## src/rtl/core/aavr_pkg.sv

```systemverilog
// Shared types and constants of the axis-angle vector rotation pipeline.
package aavr_pkg;

  // Q30 angle and CORDIC widths; these do not follow the coordinate width.
  localparam int ZW = 35;
  localparam int XW = 34;

  localparam logic signed [ZW-1:0] PI_Q30      = 35'sd3373259426;
  localparam logic signed [ZW-1:0] HALF_PI_Q30 = 35'sd1686629713;
  localparam logic signed [XW-1:0] CORDIC_GAIN_Q30 = 34'sd652032874;

  localparam logic [31:0] ATAN_Q30 [24] = '{
    32'd843314856, 32'd497837829, 32'd263043836, 32'd133525158, 32'd67021686,
    32'd33543515, 32'd16775850, 32'd8388437, 32'd4194282, 32'd2097149,
    32'd1048575, 32'd524287, 32'd262143, 32'd131071, 32'd65535, 32'd32767,
    32'd16383, 32'd8191, 32'd4095, 32'd2047, 32'd1023, 32'd511, 32'd255,
    32'd127
  };

  typedef struct packed {
    logic signed [XW-1:0] x;
    logic signed [XW-1:0] y;
    logic signed [ZW-1:0] z;
    logic                 neg;
  } cordic_t;

  typedef struct packed {
    logic [63:0] rem;
    logic [63:0] res;
  } sqrt_t;

  typedef struct packed {
    logic [30:0] rem;
    logic [31:0] low;
    logic [31:0] q;
  } div_lane_t;

  typedef struct packed {
    logic [30:0]          len;
    div_lane_t [2:0]      lane;
  } div_t;

endpackage

```

## src/rtl/core/aavr_cordic_cell.sv

```systemverilog
// One rotation-mode CORDIC micro-rotation with its output register.
module aavr_cordic_cell
  import aavr_pkg::*;
#(
  parameter int I = 0
) (
  input  logic    clk,
  input  logic    en,
  input  cordic_t d,
  output cordic_t q
);

  localparam logic signed [ZW-1:0] ATAN = $signed({3'b000, ATAN_Q30[I]});

  cordic_t q_next;

  always_comb begin
    q_next = d;
    if (!d.z[ZW-1]) begin
      q_next.x = d.x - (d.y >>> I);
      q_next.y = d.y + (d.x >>> I);
      q_next.z = d.z - ATAN;
    end else begin
      q_next.x = d.x + (d.y >>> I);
      q_next.y = d.y - (d.x >>> I);
      q_next.z = d.z + ATAN;
    end
  end

  always_ff @(posedge clk) begin
    if (en) begin
      q <= q_next;
    end
  end

endmodule

```

## config.mk

```make
export PLATFORM = sky130hd
export DESIGN_NAME = aavr_cordic_cell
export DESIGN_NICKNAME = d
export VERILOG_FILES = /design/src/rtl/core/aavr_pkg.sv /design/src/rtl/core/aavr_cordic_cell.sv
export SDC_FILE = /design/constraint.sdc
export NUM_CORES = 1
export LEC_CHECK = 0
export BUFFER_PORTS_ARGS = -buffer_cell sky130_fd_sc_hd__buf_2
export CAP_MARGIN = 15
export CORE_MARGIN = 3
export CORE_UTILIZATION = 25
export DETAILED_ROUTE_END_ITERATION = 7
export HOLD_SLACK_MARGIN = 0.02
export SLEW_MARGIN = 0
export SYNTH_ARGS = -nofsm -noshare
export SYNTH_HDL_FRONTEND = slang
export SYNTH_SLANG_ARGS = --single-unit
```

## constraint.sdc

```tcl
create_clock -name clk -period 4.95 [get_ports clk]
set_clock_uncertainty 0.2 [all_clocks]
set_input_delay 0.2475 -clock clk [delete_from_list [all_inputs] [get_ports clk]]
set_output_delay 0.2475 -clock clk [all_outputs]
set_load 0.01 [all_outputs]
```

* Yosys cells after proc, flatten, opt, wreduce, memory -nomap -nowiden
Cells that the tools add are included.
** Storage, ports and cells
- Register bits :: 104
- Logic and storage cells :: 10
- Memories :: 0
- RAM bits :: 0
- Bits in latches :: 0
- ROM bits :: 0
- Input bits :: 106
- Output and inout bits :: 104
** Cells by class
- Magnitude comparators :: 0
- Divide/modulo/power cells :: 0
- Mux-type cells :: 1
- Eq/ne operators :: 0
- Add/subtract/negate cells :: 5
- Bitwise gates (word level) :: 0
- Reduce and logical (&&, ||, !) cells :: 0
- Multiply operators :: 0
- Shifts and indexed selects :: 0
** Operators with widths (count)
- $mux 103 :: 1
- $sub 34x34->34 :: 2
- $add 35x31->35 const B :: 1
- $sub 35x31->35 const B :: 1
- $add 34x34->34 :: 1

* Depth between registers and ports, before layout
- Word-level depth :: 2
- Gate-level depth with buffers :: 13
- Depth with buffers taken out :: 12

* Least setup slack after synthesis
OpenSTA, ideal clock, no wires.
- Path kind :: input -> register
- Start point :: in d[35] in the netlist's numbering
- End point :: reg q[35] in the netlist's numbering (data pin)
- Path slack :: 1250 ps
- Stages :: 13
- Arrival time :: 3343 ps
- Buffers on the path :: 2
- Required time :: 4593 ps
- Library setup time :: 157 ps
- Cells stage by stage :: inv_1 > clkbuf_1 > buf_1 > ha_1 > a21o_1 > a21oi_1 > nor2b_1 > o41ai_1 > a31oi_1 > a21o_1 > a21bo_2 > o31a_1 > nor3_1
** RTL lines
- start, declared :: line aavr_cordic_cell.sv:9 : input cordic_t d,
- end signal, assigned :: line aavr_cordic_cell.sv:32 : q <= q_next;
- end, declared :: line aavr_cordic_cell.sv:10 : output cordic_t q

==> impl_metrics.ini <==
[layout]
final_nets = 1608
largest-register = q
top_regs = q (103)
layout-drive-gt1-share = 0.183
synthToLayoutAreaGrowth_pct = 18.1
fin_area_um2 = 12200
regArea_um2 = 3090
multi_input_area_um2 = 6650
nFillCells = 4230
largest_reg_flops = 103

[sta]
final-setup-viol-count = 0
fin_crit_ps = 3800
final_max_slew_viol_count = 0
rsz0062_at_grt = no
slew_headroom = 0.463
setup_tns_ps = 0
period_share = 0.768
worst_pin_slew_ps = 805
max_clock_freq_mhz = 263
hold_viol_final = 0

[detailed_routing]
drc = 0
wl_per_cell_um = 18.4
wl_met3_mm = 2.88
routed_wl_mm = 34.9
viasPerCell = 5.07
antenna_left = 0
top_layer = met5
wl_met1_mm = 15.7
first_pass_iters = 7
wl_met2_mm = 15.6
vias = 9640
dr.first_iter.drc_count = 781

[logic_synthesis]
syn_nets = 1429
yosys.area.top_type = edfxtp_1
synth_cell_type_count = 73
synthArstFlopShare = 0
synth_top_area_frac = 0.299
synth_edf_count = 103
synth_common_cells = a21oi_1 (131), ha_1 (129), inv_1 (104)
synthFlopType = edfxtp_1
ys_top_cells_by_area = edfxtp_1 (30%), ha_1 (16%), a21oi_1 (6.3%)
ys_seq_elements = 103
avgSynthCellArea_um2 = 8.70
synthCells = 1190
synth_area_um2 = 10400
synth-seq-area-share = 0.299
synthesis.yosys.warnings = 0
yosysMostFrequentCell = a21oi_1

[clock_network]
postCtsSetupBuffers = 0
ctsResizeCount = 0
clockBufferDepth = 2
cts_tree = yes
path_clk_slew_ps = 70
cts_buffers = 9
h-tree-depth = 3
clock-sinks = 103
clock-root-buffer = clkbuf_16

[setup_path]
arrival_ps = 3710
worstPathMaxFanout = 39
critical_path.endpoint_type = register
required_ps = 4860
crit_type = input pin to register
worstSetupStartpointType = input pin

[global_routing]
grt_overflow = 0
grt_max_degree = 70
grt_pass1_wl_mm = 53.6
track_usage = 0.153
grt_pass1_vias = 9385
antenna_found_initial = 2

[job]
maxCapViolations = 0

[floorplanning]
coreArea_um2 = 40300
dieArea_um2 = 43900
die_h_um = 210
fp.dieW_um = 210
num_io_pins = 210
start_util = 0.257
rows = 73

[power_and_ir_drop]
peakVddDrop_mv = 0.158
p_leak_nw = 5.43
power.density_nw_per_um2 = 264

[status]
status = finished, final reports clean

[place]
port_buffers = 209
routabilityCongestion = 0.910
dpl.hpwl_mm = 29.0
placed_cell_area_um2 = 11900

[hold_path]
hp-class = input pin to register
==> placed cells by master, fill, tap and decap left out, drive strengths merged, types with 12 or more instances in the layout <==
cell type / netlist / routed
a211oi: 14 / 14
a21o: 42 / 42
a21oi: 131 / 131
a31oi: 12 / 12
buf: 19 / 214
edfxtp: 103 / 103
ha: 129 / 129
inv: 104 / 107
mux2i: 17 / 17
nand2: 59 / 59
nand3: 21 / 21
nand4: 13 / 13
nor2: 100 / 100
nor2b: 14 / 14
nor3: 20 / 20
o21ai: 85 / 85
o21bai: 19 / 19
xnor2: 69 / 69
xor2: 22 / 22
==> area by class of cell <==
| class | count | share of cell area |
|---|---|---|
| clock buffers | 9 | 0.0184 |
| well taps | 525 | 0.0537 |
| multi-input cells | 930 | 0.544 |
| diodes | 1 | 0.000205 |
| clock inverters | 7 | 0.00522 |
| flip-flops and latches | 103 | 0.253 |
| repair buffers | 219 | 0.0931 |
| inverters | 106 | 0.0325 |
==> routing by layer <==
metal | global-route usage | vias up
met3 | 0.0305 | 45
met1 | 0.212 | 4509
met2 | 0.243 | 406
li1 | - | 4678
met4 | 0.0432 | 2
met5 | 0 | -
==> cell families after synthesis <==
| kind of cell | synth area share |
|---|---|
| xor gates and xnor gates | 0.0770 |
| adders and majority gates | 0.164 |
| muxes | 0.0164 |
| DFF | 0.299 |
| buffers and inverters | 0.0587 |
| and+or+nand+nor | 0.131 |
| AOI/OAI and AO/OA | 0.254 |
==> critical path, cell delays in order <==
cell and delay, ps:
buf_4 370, inv_1 460, fa_1 560, a211oi_1 280, o21bai_1 110, a21oi_1 300
o311ai_1 250, a211o_1 320, a21o_1 220, a311oi_1 310, o21bai_1 120, xor2_1 140
==> final timing paths <==
check	slack (ps)	depth (start not counted)	to	start
worst max-delay path	1150	12	q[32]$_DFFE_PP_	d[35]
worst min-delay path	110	3	q[36]$_DFFE_PP_	d[70]
==> what timing repair did <==
action,in CTS,in global routing
endpoints found under the hold margin,5,0
hold buffers,5,0
setup endpoints to repair,0,0
==> power breakdown <==
group          internal (mW)  switching (mW)  leakage [nW]
Combinational          0.508           0.835          4.28
Clock                  0.353           0.337         0.141
Sequential              1.16          0.0367          1.01
==> per-stage QoR <==
step | power [mW] | hold slack (ps) | instances | utilization | worst slack (ps)
2_1_floorplan | 2.05 | 146 | 1190 | - | 1250
3_3_place_gp | 2.54 | 224 | 1878 | 0.295 | 901
3_5_place_dp | 2.55 | 226 | 1878 | 0.295 | 833
4_1_cts | 3.25 | 84.1 | 1899 | 0.304 | 1180
5_1_grt | 3.44 | 107 | 1900 | 0.304 | 843
6_report | 3.22 | 108 | 1900 | 0.304 | 1150
(Power assumes the default switching activity.)
