==> config.mk <==
export PLATFORM = sky130hd
export DESIGN_NAME = aavr_div_cell
export DESIGN_NICKNAME = d
export VERILOG_FILES = /design/src/rtl/core/aavr_pkg.sv /design/src/rtl/core/aavr_div_cell.sv
export SDC_FILE = /design/constraint.sdc
export NUM_CORES = 1
export LEC_CHECK = 0
export ABC_AREA = 1
export BUFFER_PORTS_ARGS = -buffer_cell sky130_fd_sc_hd__clkbuf_2
export CAP_MARGIN = 40
export CORE_AREA = 2 2 244 246
export DETAILED_ROUTE_END_ITERATION = 8
export DIE_AREA = 0 0 246 248
export GPL_TIMING_DRIVEN = 0
export PLACE_DENSITY = 0.59
export SLEW_MARGIN = 20
export SYNTH_ARGS = -nofsm -noshare
export SYNTH_HDL_FRONTEND = slang
export SYNTH_SLANG_ARGS = --single-unit
==> constraint.sdc <==
create_clock -name clk -period 6.1 [get_ports clk]
set_clock_uncertainty 0.2 [all_clocks]
set_input_delay 0.61 -clock clk [delete_from_list [all_inputs] [get_ports clk]]
set_output_delay 0.61 -clock clk [all_outputs]
set_load 0.005 [all_outputs]
==> src/rtl/core/aavr_pkg.sv <==
// Shared types and constants of the axis-angle vector rotation pipeline.
package aavr_pkg;

  // Q30 angle and CORDIC widths; these do not follow the coordinate width.
  localparam int ZW = 35;
  localparam int XW = 34;

  localparam logic signed [ZW-1:0] PI_Q30      = 35'sd3373259426;
  localparam logic signed [ZW-1:0] HALF_PI_Q30 = 35'sd1686629713;
  localparam logic signed [XW-1:0] CORDIC_GAIN_Q30 = 34'sd652032874;

  localparam logic [31:0] ATAN_Q30 [24] = '{
    32'd843314856, 32'd497837829, 32'd263043836, 32'd133525158, 32'd67021686,
    32'd33543515, 32'd16775850, 32'd8388437, 32'd4194282, 32'd2097149,
    32'd1048575, 32'd524287, 32'd262143, 32'd131071, 32'd65535, 32'd32767,
    32'd16383, 32'd8191, 32'd4095, 32'd2047, 32'd1023, 32'd511, 32'd255,
    32'd127
  };

  typedef struct packed {
    logic signed [XW-1:0] x;
    logic signed [XW-1:0] y;
    logic signed [ZW-1:0] z;
    logic                 neg;
  } cordic_t;

  typedef struct packed {
    logic [63:0] rem;
    logic [63:0] res;
  } sqrt_t;

  typedef struct packed {
    logic [30:0] rem;
    logic [31:0] low;
    logic [31:0] q;
  } div_lane_t;

  typedef struct packed {
    logic [30:0]          len;
    div_lane_t [2:0]      lane;
  } div_t;

endpackage

==> src/rtl/core/aavr_div_cell.sv <==
// One restoring division step for the three axis lanes, one quotient bit each.
module aavr_div_cell
  import aavr_pkg::*;
(
  input  logic clk,
  input  logic en,
  input  div_t d,
  output div_t q
);

  div_t        q_next;
  logic [31:0] r;
  logic        ge;

  always_comb begin
    q_next = d;
    r = '0;
    ge = 1'b0;
    for (int i = 0; i < 3; i++) begin
      r = {d.lane[i].rem, d.lane[i].low[31]};
      ge = r >= {1'b0, d.len};
      q_next.lane[i].rem = ge ? 31'(r - {1'b0, d.len}) : r[30:0];
      q_next.lane[i].low = {d.lane[i].low[30:0], 1'b0};
      q_next.lane[i].q   = {d.lane[i].q[30:0], ge};
    end
  end

  always_ff @(posedge clk) begin
    if (en) begin
      q <= q_next;
    end
  end

endmodule

### After elaboration in Yosys (flattened, before gate mapping)

Cells that the tools add are included.

| operators by class | value |
|---|---|
| add/sub/neg operators | 3 |
| $lt $le $gt $ge | 3 |
| multiplexer cells | 3 |

Operators by type and width:

| kind | number |
|---|---|
| 32-bit by 31-bit greater-or-equal comparator with 1-bit output | 3 |
| 31-bit two-way mux | 3 |
| 31-bit subtractor | 3 |

| word-level totals | value |
|---|---|
| register bits after elaboration | 313 |
| bits of input ports | 318 |
| word-level logic and storage cells | 19 |

### Longest topological paths before layout

| logic depth | value |
|---|---|
| depth after elaboration | 2 |
| mapped depth | 17 |

### Worst setup path before layout

OpenSTA, ideal clock, no wires.

| timing | value |
|---|---|
| path type | input -> register |
| from | input port d[158] (netlist bit) |
| to | register q[165] (netlist bit) (data pin) |
| library setup time | 0.252 ns |
| arrival | 2.236 ns |
| path slack | 3.412 ns |
| stages on the path | 17 |
| buffers on the path | 2 |
| cells stage by stage | inv_1 ha_1 fa_1 inv_1 nand2_1 nand2_1 nand3_1 nand2_1 nand2_1 nand3_1 nand2_1 nand2_4 inv_2 buf_6 buf_6 nand2_1 nand2_1 |

RTL lines:

| what | line | text |
|---|---|---|
| start: declaration | aavr_div_cell.sv:7 | `input div_t d,` |
| end signal: assignment | aavr_div_cell.sv:30 | `q <= q_next;` |
| end: declaration | aavr_div_cell.sv:8 | `output div_t q` |

==> flow_metrics.tcl <==
set metrics [dict create \
    p_leak_nw 13.2 \
    worst_pin_slew_ns 0.733 \
    grt-busiest-layer "met2" \
    drt_pass1_iterations 7 \
    initial_core_util 0.307 \
    grt_pass1_vias 16300 \
    period_share 0.540 \
    endpoint_kind "flop" \
    clkSlewWorstSetupHoldPaths_ns 0.07 \
    vias 17000 \
    syn_inst 2149 \
    final_cells 3816 \
    grt_max_degree 89 \
    pin_count 634 \
    final_nets 3417 \
    async_flop_share 0 \
    hold_viol 0 \
    io_buffers 627 \
    cts_buffers 39 \
    drv_slew 0 \
    setup_viol 0 \
    p_per_area_mw_per_mm2 264 \
    totalPowerFinal_w 0.00667 \
    fmax_mhz 304 \
    crit_arrival_ns 3.41 \
    grt-ovfl-total 0 \
    status "finished clean" \
    avgSynthCellArea_sq_um 8.35 \
    cts-root-buf "clkbuf_16" \
    cp.required_ns 6.22 \
    synth.most_common_cell "nand2_1" \
    sequentialPowerShare 0.405 \
    routed_wl_mm 83.8 \
    grt_pass1_wl_mm 114 \
    yosys_most_used_dff "edfxtp_1" \
    coreArea_sq_mm 0.0585 \
    wl_per_cell_microns 22.0 \
    cap_violations 0 \
    dieWidth_microns 246 \
    gr-usage-met1 0.315 \
    drtIter0Drc 1039 \
    htree_levels 2 \
    viasPerCell 4.46 \
    start_kind "input pin" \
    clkSinkCount 313 \
    yosysWarningCount 0 \
    ys_ff_latch 313 \
    ys_seq_area_frac 0.524 \
    top_register "q" \
    synth.area.top_cells "edfxtp_1, nand2_1, inv_1" \
    largestRegisters "q: 313 flops" \
    synth_edf_count 313 \
    yosysUniqueCellTypes 28 \
    drive_gt1_frac 0.247 \
    peakVddDrop_v 0.000271 \
    cts_setup_buffers 0 \
    min_path_type "in -> reg" \
    largest_register_ffs 313 \
    cts_resized 0 \
    critical_path_class "in -> reg" \
    area_growth_pct 41.0 \
    grt_antenna_before_repair 26 \
    route.detailed.drc 0 \
    detail-route-antenna-nets 0 \
    die_area_sq_mm 0.0610 \
    grt_setup_unrepaired "no" \
    hpwl_mm 69.2 \
    p_sw_frac 0.303 \
    yosys-top-cells-count "nand2_1, inv_1, edfxtp_1" \
    grtUsageMet3 0.0611 \
    rows 89 \
    place.gp.congestion 0.925 \
    synth_top_area_share 0.524 \
    use_met2 0.471 \
    synth_top_area_cell "edfxtp_1" \
    grt_usage 0.265 \
    cts.path.max_buffers 3 \
    fin_util 0.433 \
    p_clk_frac 0.365 \
    syn-cell-area_sq_mm 0.0179 \
    power.internal_w 0.00465 \
    cp_max_fo 10 \
    p_sw_w 0.00202 \
    final.setup.tns_ns 0 \
    slew_headroom 0.511 \
    die_y_microns 248 \
    pwr-share-comb 0.229 \
    fin_crit_ns 3.29 \
    cts_tree "yes" \
    dp.cells 3554 \
]
==> what timing repair did <==
| action | 4_1_cts | 5_1_grt |
|---|---|---|
| endpoints found under the setup margin | 0 | 0 |
| hold buffers | 181 | 0 |
| hold endpoints to repair | 181 | 0 |
==> power groups by stage <==
stage | clock (W) | sequential [W] | combinational (W)
2_1_floorplan | 0 | 0.00276 | 0.000662
3_3_place_gp | 0 | 0.00277 | 0.00143
3_5_place_dp | 0 | 0.00275 | 0.00143
4_1_cts | 0.00250 | 0.00271 | 0.00155
5_1_grt | 0.00256 | 0.00272 | 0.00169
6_report | 0.00244 | 0.00270 | 0.00153
==> worst max-delay path, stage by stage <==
cell,delay (ns)
dlygate4sd3_1,0.53
clkbuf_2,0.11
inv_1,0.39
ha_1,0.42
or2_0,0.25
nand3_1,0.09
nand2_1,0.14
nand2_1,0.11
nand3_1,0.06
nand2_1,0.10
nand2_4,0.08
buf_2,0.23
nand3_1,0.17
nand2_1,0.10
==> worst paths after layout <==
check / startpoint / to / slack, ns / cells after the start
setup / recovery: d[288] / q[273]$_DFFE_PP_ / 2.81 / 14
hold / removal: d[212] / q[213]$_DFFE_PP_ / 0.03 / 1
==> cell type report <==
cell class / instances / area (sq um)
diodes: 12 / 30.0
plain buffers: 21 / 150
clock buffers: 44 / 995
clock inverters: 25 / 312
fillers: 5982 / 33200
inverters: 407 / 1530
multi-input cells: 1410 / 6860
flip-flops and latches: 313 / 9400
well taps: 773 / 967
repair buffers: 811 / 5040
==> through the flow <==
| step | hold slack (ns) | setup WS [ns] | area [sq um] |
|---|---|---|---|
| after floorplan | 0.509 | 3.41 | 17900 |
| after global placement | 0.587 | -1.24 | 22000 |
| after detailed placement | 0.589 | 2.69 | 22100 |
| after CTS | 0.000722 | 2.85 | 25300 |
| after global routing | 0.0125 | 2.68 | 25300 |
| final | 0.0320 | 2.81 | 25300 |
==> layer usage <==
layer,vias up,share of wire
met5,-,0.0023
met4,30,0.033
met3,132,0.068
met2,535,0.49
met1,7814,0.40
li1,8493,-
==> cell families after synthesis <==
family | share of synthesized area
flip-flops | 0.524
XOR/XNOR | 0.0205
other | 0.000209
adder cells (fa/ha/maj) | 0.0682
buffers and inverters | 0.0936
AND/OR/NAND/NOR | 0.272
AO/OA/AOI/OAI | 0.0211
==> cells in the final DEF (no fill, tap or decap), types with 18 or more instances in the layout <==
cell type	Yosys	layout
nand2_1	879	879
clkbuf_2	0	626
inv_1	395	395
edfxtp_1	313	313
dlygate4sd3_1	0	181
nand3_1	131	131
nor2_1	120	120
ha_1	93	93
a21oi_1	48	48
xor2_1	42	42
clkbuf_16	0	39
nand4_1	18	18
(Power assumes the default switching activity.)
