===== src/rtl/core/aavr_pkg.sv =====
// Shared types and constants of the axis-angle vector rotation pipeline.
package aavr_pkg;

  // Q30 angle and CORDIC widths; these do not follow the coordinate width.
  localparam int ZW = 35;
  localparam int XW = 34;

  localparam logic signed [ZW-1:0] PI_Q30      = 35'sd3373259426;
  localparam logic signed [ZW-1:0] HALF_PI_Q30 = 35'sd1686629713;
  localparam logic signed [XW-1:0] CORDIC_GAIN_Q30 = 34'sd652032874;

  localparam logic [31:0] ATAN_Q30 [24] = '{
    32'd843314856, 32'd497837829, 32'd263043836, 32'd133525158, 32'd67021686,
    32'd33543515, 32'd16775850, 32'd8388437, 32'd4194282, 32'd2097149,
    32'd1048575, 32'd524287, 32'd262143, 32'd131071, 32'd65535, 32'd32767,
    32'd16383, 32'd8191, 32'd4095, 32'd2047, 32'd1023, 32'd511, 32'd255,
    32'd127
  };

  typedef struct packed {
    logic signed [XW-1:0] x;
    logic signed [XW-1:0] y;
    logic signed [ZW-1:0] z;
    logic                 neg;
  } cordic_t;

  typedef struct packed {
    logic [63:0] rem;
    logic [63:0] res;
  } sqrt_t;

  typedef struct packed {
    logic [30:0] rem;
    logic [31:0] low;
    logic [31:0] q;
  } div_lane_t;

  typedef struct packed {
    logic [30:0]          len;
    div_lane_t [2:0]      lane;
  } div_t;

endpackage


===== src/rtl/core/aavr_sqrt_cell.sv =====
// One step of the bitwise integer square root, two radicand bits per cell.
module aavr_sqrt_cell
  import aavr_pkg::*;
#(
  parameter int K = 0
) (
  input  logic  clk,
  input  logic  en,
  input  sqrt_t d,
  output sqrt_t q
);

  localparam logic [63:0] BIT = 64'(1) << (62 - 2 * K);

  sqrt_t       q_next;
  logic [63:0] trial;

  always_comb begin
    trial = d.res + BIT;
    if (d.rem >= trial) begin
      q_next.rem = d.rem - trial;
      q_next.res = (d.res >> 1) + BIT;
    end else begin
      q_next.rem = d.rem;
      q_next.res = d.res >> 1;
    end
  end

  always_ff @(posedge clk) begin
    if (en) begin
      q <= q_next;
    end
  end

endmodule


===== config.mk =====
export PLATFORM = sky130hd
export DESIGN_NAME = aavr_sqrt_cell
export DESIGN_NICKNAME = d
export VERILOG_FILES = /design/src/rtl/core/aavr_pkg.sv /design/src/rtl/core/aavr_sqrt_cell.sv
export SDC_FILE = /design/constraint.sdc
export NUM_CORES = 1
export LEC_CHECK = 0
export BUFFER_PORTS_ARGS = -buffer_cell sky130_fd_sc_hd__buf_4
export CORE_ASPECT_RATIO = 1.2
export CORE_MARGIN = 3
export CORE_UTILIZATION = 30
export CTS_BUF_LIST = sky130_fd_sc_hd__clkbuf_4 sky130_fd_sc_hd__clkbuf_8
export CTS_CLUSTER_DIAMETER = 80
export DETAILED_ROUTE_END_ITERATION = 10
export PLACE_DENSITY_LB_ADDON = 0.12
export SYNTH_ARGS = -nofsm -noshare
export SYNTH_HDL_FRONTEND = slang
export SYNTH_SLANG_ARGS = --single-unit

===== constraint.sdc =====
create_clock -name clk -period 9.5 [get_ports clk]
set_input_delay 1.9 -clock clk [delete_from_list [all_inputs] [get_ports clk]]
set_output_delay 1.9 -clock clk [all_outputs]
set_load 0.005 [all_outputs]

After elaboration in Yosys (flattened, before gate mapping). Cells that the tools add are included.

Register bits: 128. Logic and storage cells: 8.

Magnitude comparators: 1. Muxes and demuxes: 1. Add/sub/neg operators: 3.

Operators with widths (count): 128-bit two-way mux (1); 63-bit by 63-bit adder with 64-bit output (second input constant) (1); 64-bit by 63-bit adder with 64-bit output (second input constant) (1); 64-bit greater-or-equal comparator (1); 64-bit subtractor (1).

Logic depth before layout (Yosys ltp). Gate-level depths: netlist (run 1).

Depth after elaboration: 3. Gate-level depth with buffers: 14.

Least setup slack after synthesis (run 1). Ideal clock, no wire load.

Path kind: input to register. Start: input port d[16] in the netlist's numbering. End: register q[124] in the netlist's numbering (data pin). Data arrival time: 4.506 ns. Path slack: 4.737 ns. Required time: 9.243 ns. Stages: 12. Library setup time: 0.257 ns. Path buffers: 0. Path through: inv_1 ha_1 and2_1 nand3_1 or3_1 a41o_1 nor3_2 o21ai_1 o41ai_4 or4b_1 a21oi_1 nor3_1.

RTL lines: from (decl) (line aavr_sqrt_cell.sv:9) `input sqrt_t d,`; to (signal assigned) (line aavr_sqrt_cell.sv:31) `q <= q_next;`; to (decl) (line aavr_sqrt_cell.sv:10) `output sqrt_t q`.

==> results.sh, run 1 <==
export IMPL_synth_edf_count=128
export IMPL_drive_gt1_frac=0.271
export IMPL_p_sw_frac=0.299
export IMPL_firstDrtPassIters=5
export IMPL_p_per_area_nw_per_um2=156
export IMPL_dpl_cell_count=1487
export IMPL_synth_top_family_by_area="compound AO/OA/AOI/OAI gates"
export IMPL_cts_sinks=128
export IMPL_setup_viol_count_final=0
export IMPL_period_minus_slack_ns=5.47
export IMPL_grt_usage=0.166
export IMPL_netlist_instances=885
export IMPL_path_common_cell="buf_4"
export IMPL_startpoint_type="input pin"
export IMPL_finalSetupTns_ns=0
export IMPL_cts_resized=0
export IMPL_num_io_pins=258
export IMPL_fillCellCount=2860
export IMPL_hold_buffers=0
export IMPL_synth_compound_area_frac=0.198
export IMPL_largestRegisters="q: 128 flops"
export IMPL_p_leak_uw=0.00508
export IMPL_cap_violations=0
export IMPL_largest_reg_flops=128
export IMPL_synthFlopType="edfxtp_1"
export IMPL_power_internal_uw=1230
export IMPL_cts_buffers_inserted=17
export IMPL_synthSimpleGateAreaFrac=0.132
export IMPL_maxSlewHeadroom=0.303
export IMPL_final_cell_mix="buf_4 (259), edfxtp_1 (128), a21oi_1 (111)"
export IMPL_ys_types=58
export IMPL_synthTopCellsByArea="edfxtp_1 (45%), ha_1 (9.3%), a21oi_1 (6.5%), a21o_1 (4.3%), xnor2_1 (3.7%)"
export IMPL_placed_area_um2=10900
export IMPL_worstPathRequired_ns=9.72
export IMPL_yosysSeqAreaShare=0.446
export IMPL_rsz0062_at_grt="false"
export IMPL_stdcell_count=1519
export IMPL_routabilityCongestion=0.847
export IMPL_area_growth_synth_to_final_pct=31.0
export IMPL_post_cts_buffers=0
export IMPL_synth_xor_area_share=0.0570
export IMPL_rows=67
export IMPL_total_power_uw=1760
export IMPL_num_vias=7367
export IMPL_final_area_um2=11300
export IMPL_start_util=0.307
export IMPL_ant_nets=0
export IMPL_nets=1322
export IMPL_min_period_over_period=0.576
export IMPL_tritoncts="done"
export IMPL_max_freq_mhz=183
export IMPL_crit_path_end_kind="register"
export IMPL_synthAdderAreaFrac=0.0953
export IMPL_clk_path_buf_depth=2
export IMPL_synth_avg_cell_area_um2=9.73
export IMPL_ys_seq_elements=128
export IMPL_final_hold_viol_count=0
export IMPL_cts_root_buf="clkbuf_8"
export IMPL_grt_overflow=0
export IMPL_status="complete, no violations"
export IMPL_grt_pass1_wl_mm=40.2
export IMPL_cp_slowest_stage_delay_ns=0.85
export IMPL_combPwrFrac=0.303
export IMPL_synth_mux_area_frac=0.0195
export IMPL_dieHeight_um=192
export IMPL_synthesis_nets=1080
export IMPL_grt_pass1_vias=7587
export IMPL_wl_per_cell_um=17.0
export IMPL_clk_pin_slew_ns=0.09
export IMPL_crit_arrival_ns=5.69
export IMPL_p_clk_frac=0.286
export IMPL_ir_worst_vdd_v=0.0000797
export IMPL_slew_viol_final=0
export IMPL_io_buffer_count=257
export IMPL_grt_max_degree=104
export IMPL_coreArea_um2=28100
export IMPL_syn_cell_area_um2=8610
export IMPL_drc_errors=0
export IMPL_hold_path_cell_count=1
export IMPL_worst_pin_slew_ns=1.05
export IMPL_hold_class="in -> reg"
export IMPL_drt_iter0_drc=405
export IMPL_seqPwrFrac=0.411
export IMPL_cp_cell_sequence="buf_4, inv_1, ha_1, and2_1, nand3_1, or3_1, a41o_1, nor3_2, o21ai_1, o41ai_4, buf_4, or4b_1, a21oi_1, nor3_1"
export IMPL_p_sw_uw=527
export IMPL_ys_warn_count=0
export IMPL_async_reset_ff_frac=0
export IMPL_cts_htree_levels=4
export IMPL_fp_dieArea_um2=30800
export IMPL_crit_type="in -> reg"
export IMPL_cp_max_fo=103
export IMPL_max_flop_register="q"
export IMPL_synth_top_area_cell="edfxtp_1"
export IMPL_hpwl_mm=20.2
export IMPL_fp_dieW_um=161
export IMPL_synth_top_area_frac=0.446
export IMPL_final_common_cell="buf_4"
export IMPL_finalWirelength_mm=25.8
export IMPL_antenna_found_initial=3
export IMPL_slowest_stage="buf_4"
export IMPL_vias_per_cell=4.85
-- routing by layer --
layer  share of wire  routed length, um  track usage
met1            0.40              10500        0.194
met2            0.51              13100        0.295
met3           0.066               1690       0.0457
met4           0.021                532       0.0544
met5          0.0014                 37            0
-- stage by stage --
stage	util	worst slack, ns	hold WS (ns)
4_1_cts	0.402	4.07	1.56
3_5_place_dp	0.388	3.56	2.09
2_1_floorplan	-	4.74	2.00
5_1_grt	0.402	3.75	1.58
6_report	0.402	4.03	1.61
3_3_place_gp	0.388	3.64	2.09
-- worst max-delay path: cells and delay by family --
kind	cells	cell delay, ns
AND/OR/NAND/NOR	6	1.49
buffers and inverters	3	0.96
AO/OA/AOI/OAI	4	0.89
adder cells (fa/ha/maj)	1	0.39
-- cell families after synthesis --
| logic type | count (synthesis) |
|---|---|
| buffers and inverters | 115 |
| AO/OA/AOI/OAI | 272 |
| flip-flops | 128 |
| multiplexers | 15 |
| AND/OR/NAND/NOR | 234 |
| XOR/XNOR | 56 |
| adder cells (fa/ha/maj) | 65 |
-- worst paths after layout --
| kind | end | slack (ns) | startpoint |
|---|---|---|---|
| max | q[124] | 4.03 | d[16] |
| min | q[1] | 1.61 | d[2] |
-- power by group through the flow --
| stage | clock, uW | sequential, uW | combinational, uW |
|---|---|---|---|
| floorplan | 0 | 743 | 290 |
| finish | 503 | 723 | 534 |
| global route | 546 | 730 | 596 |
| detailed placement | 0 | 735 | 539 |
| global placement | 0 | 734 | 540 |
| CTS | 526 | 724 | 542 |
-- Yosys cell counts (2+ instances only) --
cell type  number
a41oi_1         5
ha_1           64
and4_1          3
o22ai_1         2
nand2b_1        3
nor2b_1        10
a211oi_1        4
a211o_1         2
o31ai_1         2
nand2_1        52
a21oi_1       111
xnor2_1        36
and3_1         13
o21bai_1       11
and4b_1         2
or2_2           4
edfxtp_1      128
o21a_1          7
inv_1          78
and2_1         10
clkbuf_1       25
xor2_1         20
o21ai_1         3
o31a_1          5
o211ai_1        7
a21o_1         49
nor4b_1         2
nand4_1        18
nand3_1        14
o41ai_1         2
nor2_1         82
nor3_1         11
mux2_2         10
a31oi_1         7
a21boi_0        5
o21ai_0        40
buf_2          11
mux2_1          4
or3_1           4
-- cell type report --
class / count / area, um2 / area share
clock buffer: 23 / 279 / 0.0247
sequential: 128 / 3840 / 0.341
timing repair buffer: 260 / 1960 / 0.173
multi-input combinational: 642 / 4320 / 0.383
clock inverter: 8 / 114 / 0.0101
inverter: 78 / 293 / 0.0260
antenna: 1 / 2.50 / 0.000222
tap: 379 / 474 / 0.0420
(Power assumes the default switching activity.)
==> run 2, diff against run 1 <==
--- a/config.mk
+++ b/config.mk
@@ -5,6 +5,7 @@
 export SDC_FILE = /design/constraint.sdc
 export NUM_CORES = 1
 export LEC_CHECK = 0
+export ABC_AREA = 1
 export BUFFER_PORTS_ARGS = -buffer_cell sky130_fd_sc_hd__buf_4
 export CORE_ASPECT_RATIO = 1.2
 export CORE_MARGIN = 3
==> constraint.sdc (replaced) <==
create_clock -name clk -period 5.4 [get_ports clk]
set_input_delay 1.08 -clock clk [delete_from_list [all_inputs] [get_ports clk]]
set_output_delay 1.08 -clock clk [all_outputs]
set_load 0.005 [all_outputs]
==> run 2 against run 1 <==
Against the previous run: final cell count grew 62%; clock power rose by 66%; flip-flop and latch count is the same; critical path depth is the same; utilization down 1.8 points; sequential power is 77% higher; first-iteration DRC count is 25% higher; total power up 87%; largest power group unchanged.
==> results.sh, run 2 <==
export IMPL_synthFlopType="edfxtp_1"
export IMPL_crit_type="in -> reg"
export IMPL_finalSetupTns_ns=0
export IMPL_grt_pass1_wl_mm=64.4
export IMPL_n_antenna_cell=0
export IMPL_synth_top_area_cell="edfxtp_1"
export IMPL_synth_avg_cell_area_um2=6.40
export IMPL_wl_per_cell_um=17.4
export IMPL_fp_dieArea_um2=38900
export IMPL_rsz0062_at_grt="false"
export IMPL_start_util=0.305
export IMPL_drive_gt1_frac=0.162
export IMPL_vias_per_cell=4.40
export IMPL_cts_root_buf="clkbuf_8"
export IMPL_drt_iter0_drc=507
export IMPL_num_io_pins=258
export IMPL_io_buffer_count=257
export IMPL_critPathBufInv=3
export IMPL_worstPathRequired_ns=5.77
export IMPL_synthesis_nets=1907
export IMPL_cp_max_fo=29
export IMPL_cts_resized=0
export IMPL_synth_most_common_cell="nand2_1"
export IMPL_crit_path_end_kind="register"
export IMPL_cp_slowest_stage_delay_ns=0.41
export IMPL_path_common_cell="nand2_1"
export IMPL_post_cts_buffers=0
export IMPL_synth_top_area_frac=0.351
export IMPL_largestRegisters="q: 128 flops"
export IMPL_slew_viol_final=0
export IMPL_grt_pass1_vias=11400
export IMPL_ys_warn_count=0
export IMPL_min_period_over_period=0.650
export IMPL_cap_violations=0
export IMPL_finalWirelength_mm=42.9
export IMPL_cts_sinks=128
export IMPL_grt_usage=0.220
export IMPL_rows=76
export IMPL_slowest_stage="nand2_4"
export IMPL_dp_slack_ns=1.39
export IMPL_drc_errors=0
export IMPL_nets=2174
export IMPL_hold_buffers=0
export IMPL_firstDrtPassIters=5
export IMPL_period_minus_slack_ns=3.51
export IMPL_async_reset_ff_frac=0
export IMPL_path_delay_family="simple AND/OR/NAND/NOR gates"
export IMPL_final_cell_mix="nand2_1 (762), inv_1 (401), buf_4 (259)"
export IMPL_fillCellCount=4082
export IMPL_netlist_instances=1712
export IMPL_routabilityCongestion=0.919
export IMPL_tritoncts="done"
export IMPL_synthTopCellsByArea="edfxtp_1 (35%), nand2_1 (26%), inv_1 (14%), ha_1 (7.3%), nor2_1 (3.8%)"
export IMPL_grt_max_degree=85
export IMPL_yosysSeqAreaShare=0.351
export IMPL_clk_pin_slew_ns=0.08
export IMPL_hpwl_mm=36.9
export IMPL_startpoint_type="input pin"
export IMPL_area_growth_synth_to_final_pct=25.8
export IMPL_status="complete, no violations"
export IMPL_layout_setup_ws_ns=1.89
export IMPL_synth_edf_count=128
export IMPL_final_common_cell="nand2_1"
export IMPL_coreArea_um2=35900
export IMPL_ir_worst_vdd_v=0.000113
export IMPL_p_leak_uw=0.00790
export IMPL_ant_nets=0
export IMPL_syn_cell_area_um2=11000
export IMPL_clk_path_buf_depth=2
export IMPL_antenna_found_initial=0
export IMPL_max_flop_register="q"
export IMPL_ys_types=29
export IMPL_cp_cell_sequence="buf_4, inv_1, ha_1, nand2_1, nor2_2, nand2_1, nor2_2, nand4_1, nand3_2, nand2_2, nand2_4, buf_4, nand3_1, nand2_1"
export IMPL_p_per_area_nw_per_um2=239
export IMPL_grt_overflow=0
export IMPL_fp_dieW_um=180
export IMPL_worst_pin_slew_ns=0.803
export IMPL_cts_htree_levels=4
export IMPL_crit_arrival_ns=3.88
export IMPL_largest_reg_flops=128
export IMPL_dieHeight_um=215
export IMPL_maxSlewHeadroom=0.465
export IMPL_ys_seq_elements=128
export IMPL_ys_top_cells_by_count="nand2_1 (762), inv_1 (401), edfxtp_1 (128)"
export IMPL_setup_viol_count_final=0
export IMPL_final_util=0.383
export IMPL_max_freq_mhz=285
export IMPL_num_vias=10800
export IMPL_final_hold_viol_count=0
export IMPL_total_power_uw=3290
export IMPL_cts_buffers_inserted=17
export IMPL_hold_class="in -> reg"
==> run 2: cell count changes in the layout (fill, tap and decap cells not counted), moves of 12 or more <==
cell,delta
nand3_1,+65
nor2_1,+30
and3_1,-12
xnor2_1,-34
nand2_1,+710
a21oi_1,-68
o21ai_0,-33
a21o_1,-49
inv_1,+323
==> run 2: per-stage QoR <==
step	std cells	instance area, um2	hold WS (ns)
2_1_floorplan	1712	11000	1.18
3_3_place_gp	2428	13400	1.27
3_5_place_dp	2428	13400	1.27
4_1_cts	2459	13800	0.723
5_1_grt	2459	13800	0.729
6_report	2459	13800	0.766
==> run 2: cell type report <==
| class | count | area, um2 | area share |
|---|---|---|---|
| Clock buffer | 18 | 241 | 0.0175 |
| Clock inverter | 13 | 121 | 0.00881 |
| Sequential cell | 128 | 3840 | 0.279 |
| Inverter | 407 | 1530 | 0.111 |
| Tap cell | 468 | 586 | 0.0425 |
| Timing Repair Buffer | 261 | 1980 | 0.143 |
| Multi-Input combinational cell | 1164 | 5480 | 0.398 |
==> run 2: final timing paths <==
check             start  endpoint  slack, ns  depth (start not counted)
setup / recovery  d[31]    q[114]       1.89                         14
hold / removal    d[52]     q[51]       0.77                          1
==> run 2: cell families (layout without fill, tap and decap cells) <==
logic type | Yosys count | in the layout | synth area share
xor+xnor | 32 | 32 | 0.0256
simple gates | 1015 | 1015 | 0.376
buf+inv | 420 | 699 | 0.149
compound gates | 52 | 52 | 0.0241
flops | 128 | 128 | 0.351
fa+ha+maj | 65 | 65 | 0.0749
==> run 2: where the power goes <==
group,switching (uW),internal [uW]
clock,432,404
combinational,727,451
sequential,32.7,1240
==> run 2: layer usage <==
metal	vias up	global-route usage	routed length, um
met3	75	0.0334	1390
met4	0	0.107	2060
met2	239	0.417	22800
met1	4800	0.237	16600
met5	-	0	0
li1	5696	-	-
